==> config.mk <==
export PLATFORM = sky130hd
export DESIGN_NAME = music_track_bytecode_to_note_events_core
export DESIGN_NICKNAME = d
export VERILOG_FILES = /design/src/hw/rtl/mtbne_pkg.sv /design/src/hw/rtl/music_track_bytecode_to_note_events_core.sv
export SDC_FILE = /design/constraint.sdc
export NUM_CORES = 1
export LEC_CHECK = 0
export ABC_CLOCK_PERIOD_IN_PS = 4900
export BUFFER_PORTS_ARGS = -buffer_cell sky130_fd_sc_hd__clkbuf_2
export CAP_MARGIN = 20
export CORE_MARGIN = 4
export CORE_UTILIZATION = 51
export CTS_BUF_LIST = sky130_fd_sc_hd__clkbuf_8
export DETAILED_ROUTE_END_ITERATION = 10
export PLACE_DENSITY = 0.77
export SETUP_SLACK_MARGIN = 0.05
export SLEW_MARGIN = 20
export SYNTH_ARGS = -nofsm -noshare
export SYNTH_HDL_FRONTEND = slang
export SYNTH_SLANG_ARGS = --single-unit
export TNS_END_PERCENT = 5
==> constraint.sdc <==
create_clock -name clk -period 4.9 [get_ports clk]
set_input_delay 1.225 -clock clk [delete_from_list [all_inputs] [get_ports clk]]
set_output_delay 1.225 -clock clk [all_outputs]
set_load 0.01 [all_outputs]
==> src/hw/rtl/mtbne_pkg.sv <==
// Package for the music track bytecode decoder: opcode codes, event kinds
// and the packed word types of the input and result channels. No dependencies.
`default_nettype none
package mtbne_pkg;

  localparam logic [7:0] OP_NOTE     = 8'hF4;
  localparam logic [7:0] OP_PROGRAM  = 8'hC2;
  localparam logic [7:0] OP_NOP      = 8'hEE;
  localparam logic [7:0] OP_SKIP2_A  = 8'hFE;
  localparam logic [7:0] OP_SKIP2_B  = 8'hFB;
  localparam logic [7:0] OP_SKIP1_A  = 8'hF8;
  localparam logic [7:0] OP_SKIP1_B  = 8'hF1;
  localparam logic [7:0] OP_SKIP1_C  = 8'hF0;
  localparam logic [7:0] OP_SKIP1_D  = 8'hFA;
  localparam logic [7:0] OP_SKIP1_E  = 8'hBF;
  localparam logic [7:0] OP_SKIP1_F  = 8'hBE;
  localparam logic [7:0] OP_SKIP1_G  = 8'hFF;
  localparam logic [7:0] OP_NONE     = 8'h00;

  localparam logic [7:0] MAX_DATA7     = 8'h7F;
  localparam logic [7:0] LONG_DELAY_TH = 8'd32;
  localparam logic [6:0] DEFAULT_VEL   = 7'd64;

  localparam logic [1:0] KIND_NOTE_ON  = 2'd0;
  localparam logic [1:0] KIND_NOTE_OFF = 2'd1;
  localparam logic [1:0] KIND_PROGRAM  = 2'd2;

  localparam logic CFG_TRACK_LENGTH = 1'b0;
  localparam logic CFG_OUT_CHANNEL  = 1'b1;

  typedef struct packed {
    logic [7:0] data_byte;
    logic       track_start;
    logic       song_start;
  } in_word_t;

  typedef struct packed {
    logic [15:0] event_tick;
    logic [1:0]  event_kind;
    logic [6:0]  note_or_program;
    logic [6:0]  velocity;
    logic [3:0]  event_channel;
    logic        last_of_run;
  } out_word_t;

endpackage
`default_nettype wire

==> src/hw/rtl/music_track_bytecode_to_note_events_core.sv <==
// Top level of the music track bytecode decoder: decode of one track byte per
// cycle while in_ready is high, and a four-entry event queue. Depends on mtbne_pkg.
`default_nettype none
// How to use this block:
// The input channel (in_valid, in_ready, in_data) carries one track byte per
// word, with flags that mark the first byte of a track and of a song. The
// output channel (out_valid, out_ready, out_data) carries note-on, note-off
// and program-change events, each tagged with its tick time and channel.
// The configuration port (cfg_we, cfg_index, cfg_wdata) writes the track
// length and the output channel; write it only while the block is idle.
// A byte is decoded in the cycle it is accepted and its zero, one or two
// events enter the event queue at that edge, so the first event is registered
// in the queue and shows on out_data once the events ahead of it have left.
// Throughput is one byte per cycle as long as the queue keeps room for two
// events; the queue drains one event per cycle while out_ready is high, so a
// byte that ends a note adds two events; that drain rate sets the event rate.
// in_ready is high while at least two of the four queue entries are free.
// When the receiver stalls, events stay queued in order and input is held
// off once the queue cannot take another pair.
// Reset (rst, synchronous) empties the queue, clears all decode state and
// sets the track length to 512 and the output channel to 0.
module music_track_bytecode_to_note_events_core #(
  parameter int MAX_TRACK_BYTES = 512,
  parameter int MAX_EVENTS      = 4096
) (
  input  wire                 clk,
  input  wire                 rst,
  input  wire                 in_valid,
  output logic                in_ready,
  input  mtbne_pkg::in_word_t in_data,
  output logic                out_valid,
  input  wire                 out_ready,
  output mtbne_pkg::out_word_t out_data,
  input  wire                 cfg_we,
  input  wire                 cfg_index,
  input  wire  [9:0]          cfg_wdata
);
  import mtbne_pkg::*;

  // The position register is ten bits wide, so the usable length caps there.
  localparam int LEN_CAP = (MAX_TRACK_BYTES > 1023) ? 1023 : MAX_TRACK_BYTES;
  localparam logic [9:0] LEN_CAP_V = LEN_CAP[9:0];
  localparam int EV_LIMIT = MAX_EVENTS - 2;
  localparam logic [31:0] EV_LIMIT_V = EV_LIMIT;

  localparam int DEPTH = 4;
  localparam int PW = $clog2(DEPTH);

  // Configuration registers.
  logic [9:0] track_length;
  logic [3:0] out_channel;

  // Decode state.
  logic [9:0]  byte_position, byte_position_next;
  logic [15:0] track_time, track_time_next;
  logic [12:0] events_emitted, events_emitted_next;
  logic [7:0]  pending_opcode, pending_opcode_next;
  logic [1:0]  operand_bytes_left, operand_bytes_left_next;
  logic [7:0]  held_note, held_note_next;
  logic [7:0]  held_duration, held_duration_next;
  logic        track_halted, track_halted_next;

  // Event queue.
  out_word_t      queue [DEPTH];
  logic [PW-1:0]  wr_ptr, rd_ptr;
  logic [PW:0]    count;

  logic       accept, pop;
  logic [1:0] push_n;
  out_word_t  ev0, ev1;

  // Values of the state once the start flags of this byte are applied.
  logic [9:0]  eff_pos;
  logic [15:0] eff_time;
  logic [12:0] eff_events;
  logic [7:0]  eff_pend;
  logic [1:0]  eff_left;
  logic        eff_halt;
  logic [9:0]  len;
  logic [9:0]  room;
  logic [7:0]  b;
  logic [6:0]  vel;
  logic        active;

  assign in_ready  = (count <= (PW+1)'(DEPTH - 2));
  assign accept    = in_valid && in_ready;
  assign out_valid = (count != '0);
  assign pop       = out_valid && out_ready;
  assign out_data  = queue[rd_ptr];

  assign b   = in_data.data_byte;
  assign len = (track_length > LEN_CAP_V) ? LEN_CAP_V : track_length;
  assign vel = (b == 8'd0 || b > MAX_DATA7) ? DEFAULT_VEL : b[6:0];

  always_comb begin
    eff_pos    = in_data.track_start ? '0 : byte_position;
    eff_time   = in_data.track_start ? '0 : track_time;
    eff_pend   = in_data.track_start ? OP_NONE : pending_opcode;
    eff_left   = in_data.track_start ? '0 : operand_bytes_left;
    eff_halt   = (in_data.track_start || in_data.song_start) ? 1'b0 : track_halted;
    eff_events = in_data.song_start ? '0 : events_emitted;
    active     = !eff_halt && (eff_pos < len);
    room       = len - eff_pos - 10'd1;

    byte_position_next      = eff_pos;
    track_time_next         = eff_time;
    pending_opcode_next     = eff_pend;
    operand_bytes_left_next = eff_left;
    track_halted_next       = eff_halt;
    held_note_next          = held_note;
    held_duration_next      = held_duration;
    push_n                  = 2'd0;

    ev0 = '{event_tick: eff_time, event_kind: KIND_NOTE_ON,
            note_or_program: held_note[6:0], velocity: vel,
            event_channel: out_channel, last_of_run: 1'b0};
    ev1 = '{event_tick: eff_time + {8'd0, held_duration}, event_kind: KIND_NOTE_OFF,
            note_or_program: held_note[6:0], velocity: 7'd0,
            event_channel: out_channel, last_of_run: 1'b1};

    if (active) begin
      byte_position_next = eff_pos + 10'd1;
      if (eff_left != 2'd0) begin
        if (eff_pend == OP_NOTE) begin
          if (eff_left == 2'd3) begin
            held_note_next = b;
          end else if (eff_left == 2'd2) begin
            held_duration_next = (b == 8'd0) ? 8'd1 : b;
          end else begin
            if (held_note <= MAX_DATA7) begin
              push_n = 2'd2;
            end
            track_time_next = eff_time + {8'd0, held_duration};
          end
        end else if (eff_pend == OP_PROGRAM) begin
          ev0.event_kind      = KIND_PROGRAM;
          ev0.note_or_program = b[6:0];
          ev0.velocity        = 7'd0;
          ev0.last_of_run     = 1'b1;
          push_n              = 2'd1;
        end
        operand_bytes_left_next = eff_left - 2'd1;
        if (eff_left == 2'd1) begin
          pending_opcode_next = OP_NONE;
        end
      end else if ({19'd0, eff_events} >= EV_LIMIT_V) begin
        // Event budget used up: halt and leave the position where it is.
        track_halted_next  = 1'b1;
        byte_position_next = eff_pos;
      end else begin
        case (b) inside
          OP_NOTE: begin
            if (room >= 10'd3) begin
              pending_opcode_next     = b;
              operand_bytes_left_next = 2'd3;
            end
          end
          OP_PROGRAM, OP_SKIP1_A, OP_SKIP1_B, OP_SKIP1_C, OP_SKIP1_D,
          OP_SKIP1_E, OP_SKIP1_F, OP_SKIP1_G: begin
            if (room >= 10'd1) begin
              pending_opcode_next     = b;
              operand_bytes_left_next = 2'd1;
            end
          end
          OP_SKIP2_A, OP_SKIP2_B: begin
            if (room >= 10'd2) begin
              pending_opcode_next     = b;
              operand_bytes_left_next = 2'd2;
            end
          end
          default: begin
            // Delay bytes advance time; every other high byte, the no-op
            // opcode included, is skipped.
            if (b < 8'h80) begin
              track_time_next = eff_time + ((b > LONG_DELAY_TH) ? 16'd4 : 16'd1);
            end
          end
        endcase
      end
    end
    events_emitted_next = eff_events + {11'd0, push_n};
  end

  always_ff @(posedge clk) begin
    if (rst) begin
      track_length <= 10'd512;
      out_channel  <= 4'd0;
    end else if (cfg_we) begin
      if (cfg_index == CFG_TRACK_LENGTH) begin
        track_length <= cfg_wdata;
      end else begin
        out_channel <= cfg_wdata[3:0];
      end
    end
  end

  always_ff @(posedge clk) begin
    if (rst) begin
      byte_position      <= '0;
      track_time         <= '0;
      events_emitted     <= '0;
      pending_opcode     <= OP_NONE;
      operand_bytes_left <= '0;
      held_note          <= '0;
      held_duration      <= '0;
      track_halted       <= 1'b0;
    end else if (accept) begin
      byte_position      <= byte_position_next;
      track_time         <= track_time_next;
      events_emitted     <= events_emitted_next;
      pending_opcode     <= pending_opcode_next;
      operand_bytes_left <= operand_bytes_left_next;
      held_note          <= held_note_next;
      held_duration      <= held_duration_next;
      track_halted       <= track_halted_next;
    end
  end

  // Queue pointers and fill count.
  always_ff @(posedge clk) begin
    if (rst) begin
      wr_ptr <= '0;
      rd_ptr <= '0;
      count  <= '0;
    end else begin
      if (accept) begin
        wr_ptr <= wr_ptr + PW'(push_n);
      end
      if (pop) begin
        rd_ptr <= rd_ptr + PW'(1);
      end
      count <= count + (accept ? (PW+1)'(push_n) : '0) - (pop ? (PW+1)'(1) : '0);
    end
  end

  // Queue storage needs no reset.
  always_ff @(posedge clk) begin
    if (accept && push_n != 2'd0) begin
      queue[wr_ptr] <= ev0;
      if (push_n == 2'd2) begin
        queue[wr_ptr + PW'(1)] <= ev1;
      end
    end
  end

`ifndef SYNTHESIS
  a_count_bound: assert property (@(posedge clk) disable iff (rst)
    count <= (PW+1)'(DEPTH))
    else $error("event queue overfilled");

  a_pop_only: assert property (@(posedge clk) disable iff (rst)
    (pop && !(accept && push_n != 2'd0)) |=> count == $past(count) - (PW+1)'(1))
    else $error("queue count did not drop on a pop");

  a_event_count: assert property (@(posedge clk) disable iff (rst)
    (accept && !in_data.song_start) |=>
      events_emitted == $past(events_emitted) + {11'd0, $past(push_n)})
    else $error("event count out of step with queued events");

  a_halt_silent: assert property (@(posedge clk) disable iff (rst)
    (accept && track_halted && !in_data.track_start && !in_data.song_start) |->
      push_n == 2'd0)
    else $error("halted track produced an event");
`endif

endmodule
`default_nettype wire

After elaboration in Yosys (flattened, before gate mapping)
Memories as Yosys holds them, arrays and structs flattened. A register that Yosys moved wholly into a read port is not among the register bits.
Index checks and enable logic that the tools add are counted.
Word-level totals
  flip-flop bits (word level): 87
  input port bits: 26
  output and inout port bits: 39
  bits in writable memories: 148
  memories kept: 1
Operators by class
  bitwise logic cells: 2
  add/sub/neg operators: 12
  reductions and logical operators: 17
  muxes and demuxes: 69
  $lt $le $gt $ge: 11
  equality and inequality tests: 17
Memory list
  queue: words 4, bits a word 37, rd ports 1, clocked after memory_dff 1, wr ports 2, RTL line music_track_bytecode_to_note_events_core.sv:64  | out_word_t queue [DEPTH];
Operators with widths (number)
  $mux W16: 15
  $eq A8 B8 Y1 const B: 13
  $mux W8: 12
  $mux W10: 5
  $mux W2: 19
  $ge A10 B2 Y1 const B: 2
  $add A16 B3 Y16: 1
  $add A16 B8 Y16: 1
  $mux W1: 15
  $add A13 B2 Y13: 1
  $ge A13 B12 Y1 const B: 1
  $mux W13: 1
  $add A10 B1 Y10 const B: 1
  $ge A10 B1 Y1 const B: 1
  $gt A10 B10 Y1 const B: 1
  $lt A10 B10 Y1: 1
  $sub A10 B1 Y10 const B: 1
  $sub A10 B10 Y10: 1
  $gt A8 B6 Y1 const B: 1
  $gt A8 B7 Y1 const B: 1
  $le A8 B7 Y1 const B: 1
  $logic_not A8 Y1: 1
  $lt A8 B8 Y1 const B: 1
  $reduce_or A8 Y1: 1
  other kinds (20): 30

Logic depth before layout (Yosys ltp)
  depth in word-level cells: 12
  mapped depth: 22
  depth with buffers taken out: 20

Worst setup path before layout
Ideal clock, no wire load.
  path type: input port to flip-flop
  from: in in_data[1] in the netlist's numbering
  to: reg events_emitted[12]
  slack: -0.300 ns
  stages on the path: 20
  path buffers: 5
  arrival: 5.073 ns
  library setup time: 0.128 ns
  data required time: 4.772 ns
  path through: inv_1 -> clkbuf_1 -> clkbuf_1 -> nand2_1 -> ha_1 -> buf_2 -> a21oi_1 -> o21bai_1 -> a221o_1 -> clkbuf_1 -> or3_1 -> buf_2 -> inv_2 -> ha_1 -> inv_1 -> fa_1 -> nor4_1 -> nand3_1 -> xnor2_1 -> nor2_1
Between the ends
  longest elaborated chain between the ends: 8
  elaborated cells between the ends (all ways): 20
  those cells by class: 1 x add/sub; 1 x order compare; 4 x eq/ne; 10 x mux; 4 x reduce/logical
RTL lines
  from (decl): RTL line music_track_bytecode_to_note_events_core.sv:30  | input mtbne_pkg::in_word_t in_data,
  parallel branches: the longest is 6 deep, another holds $lt A10 B10 Y1
  $mux W2 (*): RTL line music_track_bytecode_to_note_events_core.sv:121  | if (active) begin
  $add A13 B2 Y13 (*): RTL line music_track_bytecode_to_note_events_core.sv:181  | events_emitted_next = eff_events + {11'd0, push_n};
  to (signal assigned): RTL line music_track_bytecode_to_note_events_core.sv:210  | events_emitted <= events_emitted_next;
  to (decl): RTL line music_track_bytecode_to_note_events_core.sv:56  | logic [12:0] events_emitted, events_emitted_next;
Every way passes the cells marked *.
A chain may end at the register's enable or synchronous reset.

Final worst setup path
  from: reg track_length[5]
  to: reg events_emitted[8]
Between the ends
  longest elaborated chain between the ends: 6
RTL lines
  from (decl): RTL line music_track_bytecode_to_note_events_core.sv:50  | logic [9:0] track_length;
  from (signal assigned): RTL line music_track_bytecode_to_note_events_core.sv:190  | track_length <= cfg_wdata;
  $gt A10 B10 Y1: RTL line music_track_bytecode_to_note_events_core.sv:92  | assign len = (track_length > LEN_CAP_V) ? LEN_CAP_V : track_length;
  $mux W10 (*): RTL line music_track_bytecode_to_note_events_core.sv:92
  $lt A10 B10 Y1 (*): RTL line music_track_bytecode_to_note_events_core.sv:102  | active = !eff_halt && (eff_pos < len);
  $logic_and A1 B1 Y1 (*): RTL line music_track_bytecode_to_note_events_core.sv:102
  $mux W2 (*): RTL line music_track_bytecode_to_note_events_core.sv:121
  $add A13 B2 Y13 (*): RTL line music_track_bytecode_to_note_events_core.sv:181
Mark *: on every way between the ends. The rest lies on a longest branch, timed or not.

==> run metrics <==
status finished, final reports clean; Placed Cells incl. Taps 1,739; CP Launch Type flip-flop; worst clock skew 0.0268 ns; final worst path period share 88.6%; post-synth top area share 24.8%; DRC errors left 0; final setup vio count 0; Top delay family on crit path simple AND/OR/NAND/NOR gates; number of library cell types mapped by synthesis 77; Reg power frac 46.9%; CP endpoint kind flip-flop; DRT Pass-1 Iters 6; PostCTS Resize Cnt 0; final hold violations 0; Yosys warnings 0; pwr/cell area 315 nW/um^2; Mapped Cells 1,378; DR vias 11,238; largest cells by area after synthesis edfxtp_1 25%, dfxtp_1 20%, mux4_2 6.4%; number of top-level pins 65; critical path's largest stage delay 0.47 ns; clk_lat worst skew 0.56 ns; first-pass GRT wire length 55,900 um; CTS clock-pin slew for the worst setup and hold paths 0.06 ns; Pint 3.31 mW; H-tree depth 2; Worst Path Arrival 4.82 ns; Worst Path Buf+Inv 2; proportion of layout cells with a drive suffix above 1 16.1%; CTS tree built; Post-CTS Setup Repair Bufs 0; setup TNS 0 ns; P_leak 5.29 nW; diode count 0; fin nets 1,518; Core Util, Final 58.2%; final worst path period need 4.34 ns; crit path kind flip-flop to flip-flop; f_max 230 MHz; register area share after synthesis 44.6%; antenna viol nets, final 0; CTS Buf Count 40; unrepaired setup endpoints after global routing false; Max-Cap Viols 0; synthesized cell area 13,100 um^2; Reg-to-Reg Start track_length[5]; Routed wire per std cell 19.1 um; maximum VDD drop 0.231 mV; core box area 25,200 um^2; Die Ht 168 um; Max clock buf depth 3; CP max stage cell or3_1; Placed Area 13,900 um^2; Final HPWL DP 24,200 um; global-route usage over all layers 24.0%; top cell type by total area after synthesis edfxtp_1; worst path cell trace nor4_1 > nand2_1 > o41ai_1 > nand2_1 > ha_1 > a21oi_1 > o21bai_1 > a221o_1 > or3_1 > inv_2 > ha_1 > inv_1 > fa_2 > nor2_1 > and3_1 > nand3_1 > mux2_2 > nor2_1; fin cells 1,811; antenna violations before repair 0; Rows 58; Rel. slew slack 32.1%; WL final 34,600 um; max-slew violations 0; Crit Path Max Fanout 7; Die Width 168 um; Logic pwr share 16.0%; #FFs+latches synth 237; vias in the first global route 10,772; GPL Wtd Cong 0.943; commonest non-fill, non-tap cells in the layout 159 x nand2_1, 127 x dfxtp_1, 109 x nor2_1; vias per std cell 6.21; syn_nets 1,445; area grow syn2layout 12.3%; Initial Util 51.9%; most common cell after layout, fill and taps aside nand2_1; hold_buf cts 0; Slew @ Worst Pin 1.02 ns; hold path start queue[0][19]; hold crit path type flip-flop to flip-flop; Fillers 2,135; die area 28,200 um^2; hold-critical path depth 2; syn_area_per_cell 9.48 um^2; fin area 14,700 um^2; start point of the critical path track_length[5]; grt ovf 0; drt initial violations 1,245; clock network fraction of total power 37.1%; clock root cell clkbuf_8; port bufs 64; R2R depth 18; final hold slack 0.444 ns; Net Sw Frac 28.4%; Switch Pwr 1.31 mW; EDFF count, synth 108; Top FF cell, synth dfxtp_1; CTS sink cnt 237; largest net degree at the start of global routing 43; worst path required time 5.38 ns; ys async rst share 0%; WP depth 18
worst min-delay path, delay by kind of cell (launching register included):
family        cells  cell delay [ns]
flops             1             0.31
simple gates      2             0.09
path summary, 6_finish.rpt:
| path | to | slack, ns |
|---|---|---|
| min reg2reg | queue[0][19] | 0.44 |
| max | events_emitted[8] | 0.56 |
| max reg2reg | events_emitted[8] | 0.56 |
| min | queue[0][19] | 0.44 |
cells in the mapped netlist, types with 5 or more instances:
cell and n:
a211o_1 5, a211oi_1 11, a21o_1 6, a21oi_1 65, a22o_1 34, a22oi_1 5
a31oi_1 11, and2_1 25, and3_1 6, buf_1 11, buf_2 5, clkbuf_1 70
dfxtp_1 129, edfxtp_1 108, ha_1 37, inv_1 58, mux2i_1 16, mux4_2 37
nand2_1 159, nand2b_1 14, nand3_1 62, nand4_1 10, nor2_1 110, nor2b_1 20
nor3_1 39, nor4_1 15, o211ai_1 11, o21a_1 11, o21ai_0 82, o21ai_1 13
o221ai_1 7, o22ai_1 46, o31ai_1 12, or3_1 8, or4_1 5, xnor2_1 26
xor2_1 13
power by group through the flow:
stage | clock network, mW | logic (mW) | registers [mW]
4_1_cts | 1.74 | 0.746 | 2.17
3_5_place_dp | 0 | 0.744 | 2.21
6_report | 1.71 | 0.742 | 2.17
5_1_grt | 1.82 | 0.813 | 2.18
2_1_floorplan | 0 | 0.557 | 2.17
3_3_place_gp | 0 | 0.736 | 2.21
per-layer routing:
layer / routed length [um] / vias up / GRT usage (%)
met5: 0 / - / 0
met4: 837 / 0 / 7.90
met3: 2860 / 83 / 3.76
met2: 16500 / 562 / 39.6
met1: 14400 / 5335 / 32.6
li1: - / 5258 / -
through the flow:
step	power (mW)	worst slack (ns)
2_1_floorplan	2.73	0.0822
3_3_place_gp	2.94	0.216
3_5_place_dp	2.95	0.0779
4_1_cts	4.65	0.586
5_1_grt	4.81	0.228
6_report	4.62	0.560
cells by family (layout without fill, tap and decap cells):
logic type / count (synthesis) / in the layout / synth area share, %
AO/OA/AOI/OAI: 361 / 361 / 18.3
multiplexers: 57 / 57 / 7.95
AND/OR/NAND/NOR: 495 / 495 / 18.1
buffers and inverters: 148 / 251 / 4.31
adder cells (fa/ha/maj): 41 / 41 / 4.16
XOR/XNOR: 39 / 39 / 2.61
flip-flops: 237 / 237 / 44.6
area by class of cell:
type,instances,area (um^2),share of cell area (%)
clock inverters,28,169,1.15
clock buffers,44,606,4.13
multi-input cells,993,6700,45.7
well taps,330,413,2.82
repair buffers,118,726,4.95
flip-flops and latches,237,5830,39.7
inverters,61,229,1.56
state kept, by name, summed over array words and instances, names as in the netlist, 3 cells and up, named ones only:
register        cells
byte_position      10
track_time         16
queue             148
out_channel         4
held_note           8
events_emitted     13
held_duration       8
count               3
track_length       10
pending_opcode      8
Power figures use the tool's default switching activity.
